## config.mk

```make
export PLATFORM = sky130hd
export DESIGN_NAME = hex_argument_list_parser
export DESIGN_NICKNAME = d
export VERILOG_FILES = /design/src/rtl/hap_pkg.sv /design/src/rtl/hap_parser.sv /design/src/rtl/hap_out_fifo.sv /design/src/rtl/hex_argument_list_parser.sv
export VERILOG_INCLUDE_DIRS = /design/src /design/src/rtl
export SDC_FILE = /design/constraint.sdc
export NUM_CORES = 1
export LEC_CHECK = 0
export BUFFER_PORTS_ARGS = -buffer_cell sky130_fd_sc_hd__buf_2
export CORE_MARGIN = 1
export CORE_UTILIZATION = 45
export CTS_CLUSTER_DIAMETER = 40
export DETAILED_ROUTE_END_ITERATION = 8
export GPL_TIMING_DRIVEN = 0
export PLACE_DENSITY_LB_ADDON = 0.3
export RECOVER_POWER = 50
export REMOVE_ABC_BUFFERS = 1
export SLEW_MARGIN = 5
export SYNTH_ARGS = -nofsm -noshare
export SYNTH_HDL_FRONTEND = slang
export SYNTH_HIERARCHICAL = 1
export SYNTH_SLANG_ARGS = --single-unit
```

## constraint.sdc

```tcl
create_clock -name clk -period 8.4 [get_ports clk]
set_input_delay 0.84 -clock clk [delete_from_list [all_inputs] [get_ports clk]]
set_output_delay 0.84 -clock clk [all_outputs]
set_load 0.01 [all_outputs]
```

## src/rtl/hex_argument_list_parser_assert.svh

```systemverilog
// ----------------------------------------------------------------------------
// Hex argument list parser: assertion macros
// Clocked checks shared by the parser and the result queue.
// ----------------------------------------------------------------------------
`ifndef HEX_ARGUMENT_LIST_PARSER_ASSERT_SVH
`define HEX_ARGUMENT_LIST_PARSER_ASSERT_SVH

// check held outside reset
`define HAP_CHECK(lbl, prop, msg) \
  lbl: assert property (@(posedge clk) disable iff (rst) prop) else $error(msg);

// check held on every edge, reset included
`define HAP_CHECK_ALWAYS(lbl, prop, msg) \
  lbl: assert property (@(posedge clk) prop) else $error(msg);

`endif

```

## src/rtl/hap_pkg.sv

```systemverilog
// ----------------------------------------------------------------------------
// Hex argument list parser package
// Result record type, record kinds, character codes and the hex decoder.
// ----------------------------------------------------------------------------
`timescale 1ns / 1ps

package hap_pkg;

  localparam int DEF_PARAM_SLOTS = 8;
  localparam int DEF_VALUE_BITS  = 32;
  localparam int FIFO_DEPTH      = 4;

  localparam logic [1:0] KIND_VALUE    = 2'd0;
  localparam logic [1:0] KIND_DONE     = 2'd1;
  localparam logic [1:0] KIND_NO_PAREN = 2'd2;

  localparam logic [7:0] CH_NUL   = 8'h00;
  localparam logic [7:0] CH_OPEN  = 8'h28;
  localparam logic [7:0] CH_CLOSE = 8'h29;
  localparam logic [7:0] CH_COMMA = 8'h2C;
  localparam logic [7:0] CH_EQUAL = 8'h3D;
  localparam logic [7:0] CH_LF    = 8'h0A;
  localparam logic [7:0] CH_CR    = 8'h0D;
  localparam logic [7:0] CH_SPACE = 8'h20;

  typedef struct packed {
    logic [1:0]  kind;
    logic [2:0]  slot_index;
    logic [31:0] param_value;
    logic [3:0]  field_count;
    logic        last_of_run;
  } result_t;

  typedef struct packed {
    logic [1:0] n;
    result_t    rec0;
    result_t    rec1;
  } push_t;

  // {valid, nibble}
  function automatic logic [4:0] hex_nibble(input logic [7:0] c);
    logic [4:0] r;
    r = 5'd0;
    if (c >= 8'h30 && c <= 8'h39) begin
      r = {1'b1, 4'(c - 8'h30)};
    end else if (c >= 8'h41 && c <= 8'h46) begin
      r = {1'b1, 4'(c - 8'h37)};
    end else if (c >= 8'h61 && c <= 8'h66) begin
      r = {1'b1, 4'(c - 8'h57)};
    end
    return r;
  endfunction

endpackage

```

## src/rtl/hap_parser.sv

```systemverilog
// ----------------------------------------------------------------------------
// Hex argument list parser: character parser
// Per-word state update of the command parser and its zero to two records.
// ----------------------------------------------------------------------------
`timescale 1ns / 1ps
`include "hex_argument_list_parser_assert.svh"

module hap_parser #(
  parameter int PARAM_SLOTS = hap_pkg::DEF_PARAM_SLOTS,
  parameter int VALUE_BITS  = hap_pkg::DEF_VALUE_BITS
) (
  input  logic            clk,
  input  logic            rst,
  input  logic            step,
  input  logic [7:0]      char_byte,
  output hap_pkg::push_t  push
);

  localparam int CW = $clog2(PARAM_SLOTS + 1);
  localparam logic [CW-1:0] SLOTS_MAX = CW'(PARAM_SLOTS);

  localparam logic [2:0] PH_FIRST = 3'd0;
  localparam logic [2:0] PH_SEEK  = 3'd1;
  localparam logic [2:0] PH_LIST  = 3'd2;
  localparam logic [2:0] PH_AFTER = 3'd3;
  localparam logic [2:0] PH_EQUAL = 3'd4;
  localparam logic [2:0] PH_IDLE  = 3'd5;

  logic [2:0]            phase, phase_next;
  logic [VALUE_BITS-1:0] acc, acc_next;
  logic                  seen, seen_next;
  logic [CW-1:0]         slot_count, slot_count_next;

  logic                  field_ok, do_close, emit_field, emit_end;
  logic [1:0]            end_kind;
  logic [CW-1:0]         slot_closed, end_count;
  logic [4:0]            hv;
  logic [63:0]           acc_wide, slot_wide, count_wide;
  hap_pkg::result_t      field_rec, end_rec;

  assign hv          = hap_pkg::hex_nibble(char_byte);
  assign field_ok    = seen && (slot_count < SLOTS_MAX);
  assign slot_closed = slot_count + CW'(field_ok);

  always_comb begin
    phase_next      = phase;
    acc_next        = acc;
    seen_next       = seen;
    slot_count_next = slot_count;
    do_close        = 1'b0;
    emit_end        = 1'b0;
    end_kind        = hap_pkg::KIND_DONE;
    end_count       = slot_count;
    unique case (phase)
      PH_FIRST, PH_SEEK: begin
        if (char_byte == hap_pkg::CH_NUL) begin
          emit_end = 1'b1;
          end_kind = hap_pkg::KIND_NO_PAREN;
          end_count = '0;
        end else if (phase == PH_FIRST) begin
          phase_next = PH_SEEK;
        end else if (char_byte == hap_pkg::CH_OPEN) begin
          phase_next      = PH_LIST;
          acc_next        = '0;
          seen_next       = 1'b0;
          slot_count_next = '0;
        end
      end
      PH_LIST, PH_EQUAL: begin
        if (char_byte == hap_pkg::CH_NUL) begin
          do_close  = 1'b1;
          emit_end  = 1'b1;
          end_count = slot_closed;
        end else if (char_byte == hap_pkg::CH_COMMA) begin
          do_close = 1'b1;
          if (phase == PH_EQUAL) begin
            phase_next = PH_IDLE;
          end else if (slot_closed >= SLOTS_MAX) begin
            phase_next = PH_AFTER;
          end
        end else if (char_byte == hap_pkg::CH_CLOSE) begin
          do_close   = 1'b1;
          phase_next = (phase == PH_EQUAL) ? PH_IDLE : PH_AFTER;
        end else if (char_byte == hap_pkg::CH_LF || char_byte == hap_pkg::CH_CR) begin
          do_close   = 1'b1;
          phase_next = PH_IDLE;
        end else if (char_byte != hap_pkg::CH_SPACE && hv[4]) begin
          acc_next  = VALUE_BITS'({acc, hv[3:0]});
          seen_next = 1'b1;
        end
        if (do_close) begin
          acc_next        = '0;
          seen_next       = 1'b0;
          slot_count_next = slot_closed;
        end
      end
      PH_AFTER: begin
        if (char_byte == hap_pkg::CH_NUL) begin
          emit_end = 1'b1;
        end else if (char_byte == hap_pkg::CH_EQUAL) begin
          acc_next   = '0;
          seen_next  = 1'b0;
          phase_next = PH_EQUAL;
        end else if (char_byte != hap_pkg::CH_SPACE && char_byte != hap_pkg::CH_CLOSE) begin
          phase_next = PH_IDLE;
        end
      end
      default: begin
        if (char_byte == hap_pkg::CH_NUL) begin
          emit_end = 1'b1;
        end else begin
          phase_next = PH_IDLE;
        end
      end
    endcase
    if (emit_end) begin
      phase_next      = PH_FIRST;
      acc_next        = '0;
      seen_next       = 1'b0;
      slot_count_next = '0;
    end
  end

  assign emit_field = do_close && field_ok;
  assign acc_wide   = 64'(acc);
  assign slot_wide  = 64'(slot_count);
  assign count_wide = 64'(end_count);

  always_comb begin
    field_rec             = '0;
    field_rec.kind        = hap_pkg::KIND_VALUE;
    field_rec.slot_index  = slot_wide[2:0];
    field_rec.param_value = acc_wide[31:0];
    field_rec.last_of_run = !emit_end;
    end_rec               = '0;
    end_rec.kind          = end_kind;
    end_rec.field_count   = count_wide[3:0];
    end_rec.last_of_run   = 1'b1;
    push      = '0;
    push.rec0 = emit_field ? field_rec : end_rec;
    push.rec1 = end_rec;
    if (step) begin
      push.n = 2'(emit_field) + 2'(emit_end);
    end
  end

  always_ff @(posedge clk) begin
    if (rst) begin
      phase      <= PH_FIRST;
      acc        <= '0;
      seen       <= 1'b0;
      slot_count <= '0;
    end else if (step) begin
      phase      <= phase_next;
      acc        <= acc_next;
      seen       <= seen_next;
      slot_count <= slot_count_next;
    end
  end

  `HAP_CHECK(a_end_restarts, step && emit_end |=> phase == PH_FIRST && slot_count == '0 && !seen, "end record did not restart the command")
  `HAP_CHECK(a_slot_bound, slot_count <= SLOTS_MAX, "slot count beyond slot total")

endmodule

```

## src/rtl/hap_out_fifo.sv

```systemverilog
// ----------------------------------------------------------------------------
// Hex argument list parser: result queue
// Small ring of result records, up to two writes and one read per cycle.
// ----------------------------------------------------------------------------
`timescale 1ns / 1ps
`include "hex_argument_list_parser_assert.svh"

module hap_out_fifo (
  input  logic              clk,
  input  logic              rst,
  input  hap_pkg::push_t    push,
  output logic              room,
  output logic              out_valid,
  input  logic              out_ready,
  output hap_pkg::result_t  out_rec
);

  localparam int PW = $clog2(hap_pkg::FIFO_DEPTH);
  localparam int FW = $clog2(hap_pkg::FIFO_DEPTH + 1);

  hap_pkg::result_t mem [hap_pkg::FIFO_DEPTH];
  logic [PW-1:0]    wp, rp;
  logic [FW-1:0]    fill, fill_next;
  logic             pop;

  assign pop       = out_valid && out_ready;
  assign out_valid = fill != '0;
  assign out_rec   = mem[rp];
  assign room      = fill <= FW'(hap_pkg::FIFO_DEPTH - 2);
  assign fill_next = fill + FW'(push.n) - FW'(pop);

  always_ff @(posedge clk) begin
    if (push.n != 2'd0) begin
      mem[wp] <= push.rec0;
    end
    if (push.n == 2'd2) begin
      mem[PW'(wp + PW'(1))] <= push.rec1;
    end
  end

  always_ff @(posedge clk) begin
    if (rst) begin
      wp   <= '0;
      rp   <= '0;
      fill <= '0;
    end else begin
      wp   <= wp + PW'(push.n);
      rp   <= rp + PW'(pop);
      fill <= fill_next;
    end
  end

  `HAP_CHECK_ALWAYS(a_fill_bound, rst || fill <= FW'(hap_pkg::FIFO_DEPTH), "queue fill beyond depth")
  `HAP_CHECK(a_no_overrun, push.n != 2'd0 |-> 32'(fill) + 32'(push.n) <= hap_pkg::FIFO_DEPTH, "queue written while full")

endmodule

```

## src/rtl/hex_argument_list_parser.sv

```systemverilog
// ----------------------------------------------------------------------------
// Hex argument list parser
// Parses a command line such as CMD (a,b,c)=d one character per word and
// streams a record per hex field, then a done or no-parenthesis record.
//
//   channel  dir  tdata                       tuser      tlast
//   s_       in   [7:0] char_byte             -          -
//   m_       out  [2:0] slot_index,           [1:0] kind last_of_run
//                 [34:3] param_value,
//                 [38:35] field_count
//
// One character a cycle while s_tready is high; the parser state updates in
// the accepting cycle. A character causes up to two records; the queue drains
// one a cycle while m_tready is high, so two records take two transfers.
// s_tready drops only while the queue holds fewer than two free entries.
// Synchronous active-high reset returns to the first character of a command.
// ----------------------------------------------------------------------------
`timescale 1ns / 1ps

module hex_argument_list_parser #(
  parameter int PARAM_SLOTS = hap_pkg::DEF_PARAM_SLOTS,
  parameter int VALUE_BITS  = hap_pkg::DEF_VALUE_BITS
) (
  input  logic        clk,
  input  logic        rst,
  input  logic        s_tvalid,
  output logic        s_tready,
  input  logic [7:0]  s_tdata,   // [7:0] char_byte
  output logic        m_tvalid,
  input  logic        m_tready,
  output logic [39:0] m_tdata,   // [2:0] slot_index, [34:3] param_value, [38:35] field_count
  output logic [1:0]  m_tuser,   // [1:0] kind
  output logic        m_tlast
);

  hap_pkg::push_t   push;
  hap_pkg::result_t out_rec;
  logic             step;

  assign step = s_tvalid && s_tready;

  hap_parser #(
    .PARAM_SLOTS (PARAM_SLOTS),
    .VALUE_BITS  (VALUE_BITS)
  ) u_parser (
    .clk       (clk),
    .rst       (rst),
    .step      (step),
    .char_byte (s_tdata),
    .push      (push)
  );

  hap_out_fifo u_fifo (
    .clk       (clk),
    .rst       (rst),
    .push      (push),
    .room      (s_tready),
    .out_valid (m_tvalid),
    .out_ready (m_tready),
    .out_rec   (out_rec)
  );

  assign m_tdata = {1'b0, out_rec.field_count, out_rec.param_value, out_rec.slot_index};
  assign m_tuser = out_rec.kind;
  assign m_tlast = out_rec.last_of_run;

endmodule

```

=== After elaboration in Yosys (flattened, before gate mapping) ===
Memory sizes are Yosys's and may differ from the RTL's. A register that Yosys moved wholly into a read port is not among the register bits.
Cells that the tools add are included.

* Bits in registers: 47
* Bits in latches: 0
* RAM bits: 168
* ROM bits: 0
* Input port bits: 12
* Word-level logic and storage cells: 148
* Memories: 1

{| class="wikitable"
|+ Memory list
! memory !! words !! width !! read ports !! clocked after Yosys merged registers in !! wr ports !! line !! RTL
|-
| u_fifo.mem || 4 || 42 || 1 || 1 || 2 || hap_out_fifo.sv:21 || <nowiki>hap_pkg::result_t mem [hap_pkg::FIFO_DEPTH];</nowiki>
|}

* $add $sub $neg: 10
* Multiply operators: 0
* Div/mod/pow operators: 0
* $lt $le $gt $ge: 9
* Eq/ne operators: 29
* Shift-type cells: 0
* Mux-type cells: 70
* Bitwise operators: 0
* Reductions and logical operators: 22

{| class="wikitable"
|+ Operator list
! operator !! count
|-
| $mux 32 || 12
|-
| $pmux 32 s3 || 1
|-
| $mux 3 || 15
|-
| $mux 42 || 1
|-
| $eq 8x6->1 const B || 4
|-
| $mux 4 || 7
|-
| $mux 1 || 23
|-
| $eq 8x4->1 const B || 2
|-
| $ge 8x7->1 const B || 2
|-
| $le 8x7->1 const B || 2
|-
| $ne 8x6->1 const B || 2
|-
| $pmux 4 s2 || 2
|-
| $mux 5 || 3
|-
| $ne 4x1->1 const B || 3
|-
| $ne 4x3->1 const B || 3
|-
| $reduce_and 12->1 || 1
|-
| $reduce_and 6->1 || 2
|-
| $logic_and 1x1->1 || 9
|-
| $ne 3x1->1 const B || 3
|-
| $ne 3x3->1 const B || 3
|-
| $pmux 3 s3 || 1
|-
| $ge 8x6->1 const B || 1
|-
| $le 8x6->1 const B || 1
|-
| $logic_not 8->1 || 1
|-
| 29 further kinds || 36
|}

=== Longest topological paths before layout ===
Gate-level depths: netlist of the first run.

* Depth after elaboration: 14
* Mapped depth: 16
* Depth with buffers taken out: 14

=== Hierarchy ===
The synthesis of the first run kept the hierarchy.

{| class="wikitable"
|+ Modules (own cells, without submodules)
! module !! times used !! cells each !! area each (sq um)
|-
| hap_out_fifo || 1 || 453 || 8565.7
|-
| hap_parser || 1 || 364 || 2912.8
|-
| hex_argument_list_parser || 1 || 3 || 17.5
|}

=== Worst setup path before layout of the first run ===
Ideal clock, no wire load.

* Kind: input -> register
* Start point: input port s_tdata[0]
* End point: memory u_fifo/mem[0][0] in the netlist's numbering (enable)
* Arrival: 5.592 ns
* Path slack: 2.308 ns
* Stages on the path: 13
* Path buffers: 2
* Cells stage by stage: inv_1 > ha_1 > nor3b_1 > o21bai_1 > a32oi_1 > nor2_1 > buf_2 > ha_1 > inv_1 > nor2_1 > buf_2 > o21bai_1 > o21ai_0

{| class="wikitable"
|+ RTL lines
! element !! line !! RTL
|-
| from (decl) || hex_argument_list_parser.sv:28 || <nowiki>input logic [7:0] s_tdata,</nowiki>
|-
| to (decl) || hap_out_fifo.sv:21 ||
|}

==> impl_metrics.ini, run 1 <==
[outcome]
status = finished with violations
violations = max-capacitance violations, max-slew violations

[placement]
placed_cells = 1174
io_buffers = 55
gp_congestion = 0.796
dp_slack_ns = 2.97
hpwl_mm = 14.8

[synth]
synthTopCellsByArea = edfxtp_1, mux2_2, mux4_2
syn_avg_cell_area_um2 = 14.0
async_flop_share = 0
yosysUniqueCellTypes = 68
syn-cell-area_um2 = 11500
synth_top_area_frac = 0.439
ys.flop_type = edfxtp_1
yosys.area.top_type = edfxtp_1
synth_edf_count = 168
syn_inst = 820
yosysWarnings = 6
yosysSeqAreaShare = 0.521
synth_seq_cells = 215

[critical_path]
rrSetupSlack_ns = 2.56
regToRegEndpoint = u_fifo/mem[1][24]$_DFFE_PP_
cp_data_required_time_ns = 8.64
r2r_start = u_parser/phase[2]$_SDFFE_PP0P_
start_kind = primary input
critPathBufInv = 6
cp-startpoint = s_tdata[0]
reg2regPathDepth = 12
crit_cells = 15
critPathMaxFanout = 35
critical_path.slowest_cell = clkbuf_1
worstPathArrival_ns = 6.53
cpPeakStageDelay_ns = 1.30
crit_type = in -> reg
crit_top_cell = clkbuf_1
path_cells = clkbuf_1, inv_1, ha_1, nor3b_1, o21bai_1, a32oi_1, nor2_1, clkbuf_1, ha_1, inv_1, nor2_1, nor4b_1, clkbuf_1, buf_8, mux2_2
critPathTopFamily = buffers and inverters
crit_path_end = u_fifo/mem[1][24]$_DFFE_PP_
worst_setup_path_end_kind = register

[detailed_routing]
via_per_inst = 5.39
drtIter0Drc = 414
routed_wirelength_mm = 23.6
dr_total_vias = 6657
wire_per_inst_um = 19.1
drc = 0
firstDrtPassIters = 7
ant_nets = 0

[sta]
tns_ns = 0
tightest_slew_ns = 2.36
setup_slack_ns = 2.11
rsz0062_at_grt = no
min_period_over_period = 0.748
fmaxAchievable_mhz = 159
setup_viol = 0
period_minus_slack_ns = 6.29
skew_ns = 0.0256
slew_violations = 61
slew_headroom = -0.574
hold_viol = 0

[floorplan]
core_um2 = 25100
fp.dieArea_um2 = 26200
row_count = 58
ios = 57
die_x_um = 162
die_y_um = 162
initial_core_util = 0.458

[clock_tree]
clockRootBuffer = clkbuf_16
clkTransAtPathRegs_ns = 0.05
post_cts_buffers = 0
ctsHoldBuffers = 0
post_cts_resize_count = 0
h-tree-depth = 2
clk_latency_ns = 0.51
cts_buffer_depth = 3
cts_tree = yes
numCtsBuffers = 34
clock_sinks = 215

[pwr]
p_int_mw = 2.31
leakagePower_nw = 5.11
power.share.combinational = 0.128
power_frac_clock = 0.483
p_per_area_nw_per_um2 = 230
p_seq_frac = 0.389
switchingPower_uw = 724
p_sw_frac = 0.238
max-vdd-ir-drop_v = 0.000149

[final_layout]
most-common-layout-cells = mux2_2, edfxtp_1, nand2_1, clkbuf_1, dfxtp_1
drive_gt1_frac = 0.338
final_common_cell = mux2_2
antenna_cells = 0
syn_to_final_growth_pct = 14.7
instances_no_fill = 1236
final_net_count = 903

[grt]
use_met2 = 0.314
busiest_layer = met2
grt_overflow = 0
grt_pass1_vias = 6899
antenna_found_initial = 0
grt_max_degree = 44
gr-usage-met3 = 0.0296
met1_usage = 0.244
grt_pass1_wl_mm = 37.4
grt_usage = 0.185

[job]
drv_cap = 2

[hold_path]
min_path_type = reg -> reg
[final cells by class]
class	instances	area, um^2
multi-input cells	533	4990
clock buffers	43	936
inverters	17	63.8
flip-flops and latches	215	5990
fillers	2194	11900
well taps	330	413
clock inverters	19	272
repair buffers	79	522
[power groups by stage]
stage / clock network, mW / logic, mW / registers, mW
2_1_floorplan: 0 / 0.264 / 1.21
3_3_place_gp: 0 / 0.379 / 1.24
3_5_place_dp: 0 / 0.415 / 1.21
4_1_cts: 1.49 / 0.417 / 1.19
5_1_grt: 1.54 / 0.425 / 1.19
6_report: 1.47 / 0.388 / 1.18
[worst reg2reg max path, delay by kind of cell (launching register included)]
kind / cells / cell delay, ns
buffers and inverters: 4 / 2.31
and+or+nand+nor: 5 / 1.77
DFF: 1 / 0.55
muxes: 1 / 0.35
adders and majority gates: 1 / 0.34
xor gates and xnor gates: 1 / 0.25
[state kept, by name, indices dropped and copies added, names as in the netlist]
signal and flops:
u_parser/seen 1, u_fifo/rp 2, u_parser/slot_count 4, u_fifo/wp 2, u_fifo/fill 3, u_fifo/mem 168
u_parser/phase 3, u_parser/acc 32
[cells by family (layout without fill, tap and decap cells)]
logic type	after synthesis	count (layout)	synth area share
muxes	253	253	0.285
DFF	215	215	0.521
and+or+nand+nor	171	171	0.0783
buffers and inverters	106	158	0.0592
AOI/OAI and AO/OA	58	58	0.0380
adders and majority gates	11	11	0.0126
other	3	37	0.000979
xor gates and xnor gates	3	3	0.00544
[synth_stat cells, drive strengths merged (4+ instances only)]
| library cell | instances |
|---|---|
| buf | 76 |
| and2 | 39 |
| nand3 | 6 |
| o21bai | 4 |
| nand2 | 69 |
| edfxtp | 168 |
| ha | 10 |
| a21oi | 15 |
| nand4b | 4 |
| dfxtp | 47 |
| clkbuf | 13 |
| mux2 | 173 |
| o31ai | 4 |
| mux4 | 42 |
| nand4 | 5 |
| mux2i | 38 |
| inv | 16 |
| nor2 | 20 |
| nor2b | 9 |
| o21ai | 7 |
[how the worst min path moves through the flow]
stage	from	to	cells after the start	slack [ns]
6_report	u_parser/acc[29]$_SDFFE_PP0P_	u_parser/acc[29]$_SDFFE_PP0P_	2	0.46
5_1_grt	u_parser/acc[7]$_SDFFE_PP0P_	u_parser/acc[11]$_SDFFE_PP0P_	2	0.47
4_1_cts	u_parser/acc[7]$_SDFFE_PP0P_	u_parser/acc[11]$_SDFFE_PP0P_	2	0.46
3_5_place_dp	u_parser/acc[29]$_SDFFE_PP0P_	u_parser/acc[29]$_SDFFE_PP0P_	2	0.45
3_3_place_gp	u_parser/acc[31]$_SDFFE_PP0P_	u_parser/acc[31]$_SDFFE_PP0P_	2	0.44
2_1_floorplan	u_parser/acc[28]$_SDFFE_PP0P_	u_parser/acc[28]$_SDFFE_PP0P_	2	0.43
[layer usage]
layer  vias up  routed length (um)
li1       3174                   -
met1      3333               10600
met2       117               11600
met3        33                 976
met4         0                 392
met5         -                   0
[through the flow]
stage | hold slack [ns] | util | area, um^2 | total power, mW
5_1_grt | 0.470 | 0.525 | 13200 | 3.15
6_report | 0.456 | 0.525 | 13200 | 3.04
3_3_place_gp | 0.442 | 0.466 | 11700 | 1.62
3_5_place_dp | 0.454 | 0.486 | 12200 | 1.62
4_1_cts | 0.459 | 0.534 | 13400 | 3.09
2_1_floorplan | 0.433 | - | 11000 | 1.48
Note: power is estimated with default switching activity, not from simulation.
==> inputs of run 2 (changes only) <==
Clock period 8.4 ns to 6.05 ns, I/O delays scaled along.
==> run 2 against run 1 <==
Effect of this change:
- the run still ends with max-capacitance violations, max-slew violations left
- die area is the same
- sequential power grew 39%
- final cell count is the same
- via count shrank 0.44%
- global-route usage is the same
- hold slack is essentially flat
- total power grew 39%
- first-iteration DRC count grew 7.5%
- critical endpoint is now u_fifo/mem[3][22]$_DFFE_PP_
==> impl_metrics.ini, run 2 (synthesized netlist as in run 1, its figures left out) <==
[pwr]
p_per_area_nw_per_um2 = 320
p_total_mw = 4.22
max-vdd-ir-drop_v = 0.000207
leakagePower_nw = 5.13

[sta]
slew_violations = 36
slew_headroom = -0.298
skew_ns = 0.0238
tightest_slew_ns = 1.95
rsz0062_at_grt = no
fmaxAchievable_mhz = 197
setup_slack_ns = 0.982
hold_viol = 0
period_minus_slack_ns = 5.07
min_period_over_period = 0.838
setup_viol = 0
whs_ns = 0.456

[critical_path]
cp_data_required_time_ns = 6.29
critPathBufInv = 6
worst_setup_path_end_kind = register
critPathTopFamily = simple AND/OR/NAND/NOR gates
r2r_start = u_parser/phase[2]$_SDFFE_PP0P_
rrSetupSlack_ns = 1.20
worstPathArrival_ns = 5.31
cp-startpoint = s_tdata[0]
crit_cells = 15
reg2regPathDepth = 12
cpPeakStageDelay_ns = 1.17
critical_path.slowest_cell = nor4bb_2
critPathMaxFanout = 35
path_cells = clkbuf_1, inv_1, ha_1, nor3b_1, o21bai_1, a32oi_1, nor2_1, buf_12, ha_1, inv_1, nor2_1, nor4bb_2, buf_6, buf_8, mux2_2
start_kind = primary input
crit_path_end = u_fifo/mem[3][22]$_DFFE_PP_
regToRegEndpoint = u_fifo/mem[3][22]$_DFFE_PP_
crit_type = in -> reg

[grt]
antenna_found_initial = 0
grt_pass1_wl_mm = 37.4
grt_usage = 0.185
grt_max_degree = 44
grt_overflow = 0
grt_pass1_vias = 6899

[detailed_routing]
ant_nets = 0
routed_wirelength_mm = 23.6
drtIter0Drc = 445
wire_per_inst_um = 19.1
firstDrtPassIters = 5
drc = 0
dr_total_vias = 6628
via_per_inst = 5.36

[floorplan]
ios = 57
row_count = 58
fp.dieArea_um2 = 26200
die_y_um = 162
core_um2 = 25100
die_x_um = 162
initial_core_util = 0.458

[clock_tree]
cts_tree = yes
post_cts_resize_count = 0
clock_sinks = 215
cts_buffer_depth = 3
post_cts_buffers = 0
h-tree-depth = 2
clkTransAtPathRegs_ns = 0.05
ctsHoldBuffers = 0
numCtsBuffers = 34
clockRootBuffer = clkbuf_16
clk_latency_ns = 0.51

[final_layout]
final_net_count = 903
drive_gt1_frac = 0.339
largest_register_ffs = 168
regMostFlops = u_fifo/mem
antenna_cells = 0
postLayoutCoreUtil = 0.525
most-common-layout-cells = mux2_2, edfxtp_1, nand2_1, clkbuf_1, dfxtp_1
syn_to_final_growth_pct = 14.7
final.fill_count = 2196
final_common_cell = mux2_2
reg_top3 = u_fifo/mem: 168 flops, u_parser/acc: 32 flops, u_parser/slot_count: 4 flops
finish.instance_area_um2 = 13200

[outcome]
violations = max-capacitance violations, max-slew violations
status = finished with violations

[placement]
io_buffers = 55
place_area_um2 = 12200
hpwl_mm = 14.8
dp_slack_ns = 0.850
gp_congestion = 0.796

[hold_path]
min_path_type = reg -> reg

[job]
drv_cap = 2
## run 2: cell count changes in the layout (fill, tap and decap cells not counted), sizes merged
cell and change:
dlymetal6s4s +1, clkbuf -3, buf +2
## run 2: stage by stage
step / TNS, ns / std cells
2_1_floorplan: -124.39 / 765
3_3_place_gp: -1331.79 / 1150
3_5_place_dp: 0 / 1174
4_1_cts: 0 / 1236
5_1_grt: 0 / 1236
6_report: 0 / 1236
## run 2: area by class of cell
class | count | area [um^2] | area share
tap | 330 | 413 | 0.0313
multi-input combinational | 533 | 4970 | 0.377
timing repair buffer | 79 | 548 | 0.0416
clock buffer | 43 | 936 | 0.0710
inverter | 17 | 63.8 | 0.00484
sequential | 215 | 5990 | 0.454
clock inverter | 19 | 272 | 0.0206
## run 2: tightest hold or removal path: stages (launching register included)
cell and delay (ns):
dfxtp_1 0.30, nand2_1 0.05, mux2i_1 0.06
## run 2: routing by layer
layer	part of all wire	up-vias	global-route usage
met2	0.49	131	0.314
met3	0.047	31	0.0296
li1	-	3170	-
met5	0	-	0
met1	0.45	3296	0.244
met4	0.016	0	0.0536
## run 2: how the worst min path moves through the flow
stage / from / end / slack [ns] / depth (start not counted)
after floorplan: u_parser/acc[28]$_SDFFE_PP0P_ / u_parser/acc[28]$_SDFFE_PP0P_ / 0.43 / 2
after global placement: u_parser/acc[31]$_SDFFE_PP0P_ / u_parser/acc[31]$_SDFFE_PP0P_ / 0.44 / 2
after detailed placement: u_parser/acc[29]$_SDFFE_PP0P_ / u_parser/acc[29]$_SDFFE_PP0P_ / 0.45 / 2
after CTS: u_parser/acc[7]$_SDFFE_PP0P_ / u_parser/acc[11]$_SDFFE_PP0P_ / 0.46 / 2
after global routing: u_parser/acc[7]$_SDFFE_PP0P_ / u_parser/acc[11]$_SDFFE_PP0P_ / 0.47 / 2
final: u_parser/acc[29]$_SDFFE_PP0P_ / u_parser/acc[29]$_SDFFE_PP0P_ / 0.46 / 2
## run 2: power by group
group          internal (mW)  switching (mW)  total, mW  leakage [nW]
Sequential              1.59          0.0558       1.64          2.11
Combinational          0.271           0.268      0.538          2.43
Clock                   1.36           0.680       2.04         0.593
Total                   3.21            1.00       4.22          5.13
==> inputs of run 3 (changes only) <==
Settings changed: ABC_AREA set to 1.
Clock period 6.05 ns to 4.2 ns, I/O delays scaled along.
==> run 3 against run 2 <==
Effect of this change:
- the flow still finishes with violations (max-capacitance violations, max-slew violations)
- cell area shrank 1.4%
- final cell count up 40%
- register-to-register slack got worse by 0.52 ns
- sequential share of layout area increased by 0.65 points
- hold slack worse by 0.21 ns
- global-route usage rose by 3.4 points
- total power increased by 48%
- core utilization is 1.5 points lower
- count of clock-buffer cells in the layout down 1
- highest routed layer unchanged
==> impl_metrics.ini, run 3 <==
[sta]
period_minus_slack_ns = 3.89
slew_violations = 43
min_period_over_period = 0.925
skew_ns = 0.0181
tightest_slew_ns = 2.78
fmaxAchievable_mhz = 257
setup_viol = 0
rsz0062_at_grt = no
tns_ns = 0
hold_viol = 0
slew_headroom = -0.854
whs_ns = 0.245

[critical_path]
rrSetupSlack_ns = 0.68
worst_setup_path_end_kind = primary output
start_kind = register
crit_type = reg -> out
worstPathArrival_ns = 3.47
critPathMaxFanout = 84
cp_data_required_time_ns = 3.78

[final_layout]
reg_top3 = u_fifo/mem: 168 flops, u_parser/acc: 32 flops, u_parser/slot_count: 4 flops
syn_to_final_growth_pct = 10.1
final.fill_count = 2348
most-common-layout-cells = nand2_1, o21ai_0, edfxtp_1, nor2_1, inv_1
finish.instance_area_um2 = 13000
regMostFlops = u_fifo/mem
multiInputGateArea_um2 = 4530
final_common_cell = nand2_1
largest_register_ffs = 168
seqCellArea_um2 = 5990
instances_no_fill = 1728
final_net_count = 1392
drive_gt1_frac = 0.115

[grt]
grt_overflow = 0
antenna_found_initial = 3
grt_usage = 0.219
grt_pass1_vias = 8998
grt_max_degree = 85
grt_pass1_wl_mm = 45.5

[clock_tree]
cts_tree = yes
clock_sinks = 215
clk_latency_ns = 0.50
clkTransAtPathRegs_ns = 0.05
post_cts_buffers = 0
clockRootBuffer = clkbuf_16
ctsHoldBuffers = 0
h-tree-depth = 2
numCtsBuffers = 35
cts_buffer_depth = 3

[hold_path]
min_path_type = in -> reg

[detailed_routing]
firstDrtPassIters = 5
ant_nets = 0
routed_wirelength_mm = 28.2
dr_total_vias = 9047
via_per_inst = 5.24
drtIter0Drc = 598
wire_per_inst_um = 16.3
drc = 0

[floorplan]
ios = 57
die_y_um = 164
fp.dieArea_um2 = 26900
core_um2 = 25500
die_x_um = 164
initial_core_util = 0.464
row_count = 58

[outcome]
status = finished with violations
violations = max-capacitance violations, max-slew violations

[placement]
place_area_um2 = 12100
gp_congestion = 0.837
placed_cells = 1662
hpwl_mm = 16.8
io_buffers = 55

[synth]
synth_edf_count = 168
syn_avg_cell_area_um2 = 8.74
async_flop_share = 0
ys.flop_type = edfxtp_1
yosys.area.top_type = edfxtp_1
syn-cell-area_um2 = 11800
synth_seq_cells = 215
synth_top_area_frac = 0.427
yosysSeqAreaShare = 0.507
yosysUniqueCellTypes = 40
synth_commonest_cells = nand2_1, edfxtp_1, nor2_1
synthTopCellsByArea = edfxtp_1, dfxtp_1, nand2_1
yosysWarnings = 6
syn_inst = 1351
synth_most_common_cell = nand2_1

[pwr]
switchingPower_mw = 1.84
power_frac_clock = 0.443
max-vdd-ir-drop_v = 0.000300
p_sw_frac = 0.296
p_seq_frac = 0.381
power.share.combinational = 0.177
p_total_mw = 6.22
leakagePower_nw = 4.58
p_int_mw = 4.38
p_per_area_nw_per_um2 = 478

[job]
drv_cap = 1
## run 3: cell type report
type / instances / share of cell area
antenna: 3 / 0.000577
clock buffer: 42 / 0.0734
clock inverter: 21 / 0.0141
inverter: 128 / 0.0370
multi-input combinational: 921 / 0.348
sequential: 215 / 0.460
tap: 330 / 0.0317
timing repair buffer: 68 / 0.0343
## run 3: cell families (layout without fill, tap and decap cells)
logic type                 count (synthesis)  count (layout)  synth area share
AOI/OAI and AO/OA                        347             347             0.169
xor gates and xnor gates                   5               5           0.00371
adders and majority gates                 11              11            0.0123
buffers and inverters                    249             259             0.111
DFF                                      215             215             0.507
other                                      3              40          0.000953
and+or+nand+nor                          521             521             0.196
## run 3: critical path, cell delays in order (launching register included)
cell	delay, ns
dfxtp_2	0.77
clkbuf_4	0.69
inv_2	0.71
o21ai_0	0.42
o22ai_1	0.15
clkbuf_1	0.15
## run 3: what timing repair did
| item | 4_1_cts | 5_1_grt |
|---|---|---|
| endpoints found under the hold margin | 0 | 0 |
| setup endpoints to repair | 0 | 64 |
| resized for setup | 0 | 2 |
## run 3: worst paths after layout
path / from / endpoint / depth (start not counted)
worst max register to register: u_parser/phase[2]$_SDFFE_PP0P_ / u_fifo/mem[3][2]$_DFFE_PP_ / 12
worst min-delay path: m_tready / u_fifo/rp[0]$_SDFF_PP0_ / 3
worst max-delay path: u_fifo/rp[0]$_SDFF_PP0_ / m_tdata[2] / 5
worst min register to register: u_parser/acc[14]$_SDFFE_PP0P_ / u_parser/acc[14]$_SDFFE_PP0P_ / 2
## run 3: per-layer routing
metal  part of all wire  track usage  up-vias
li1                   -            -     4540
met1               0.45        0.289     4210
met2               0.48        0.370      255
met3              0.054       0.0321       42
met4              0.019       0.0661        0
met5                  0            0        -
## run 3: power groups by stage
stage          combinational [mW]  clock, mW  sequential, mW
6_report                     1.10       2.75            2.37
2_1_floorplan               0.757          0            2.42
4_1_cts                      1.19       2.79            2.37
3_3_place_gp                 1.11          0            2.47
5_1_grt                      1.24       2.91            2.37
3_5_place_dp                 1.19          0            2.42
## run 3: through the flow
stage,util,setup WS (ns)
after floorplan,-,-2.36
after global placement,0.463,-8.48
after detailed placement,0.476,-0.428
after CTS,0.521,0.0767
after global routing,0.511,0.0412
final,0.511,0.314
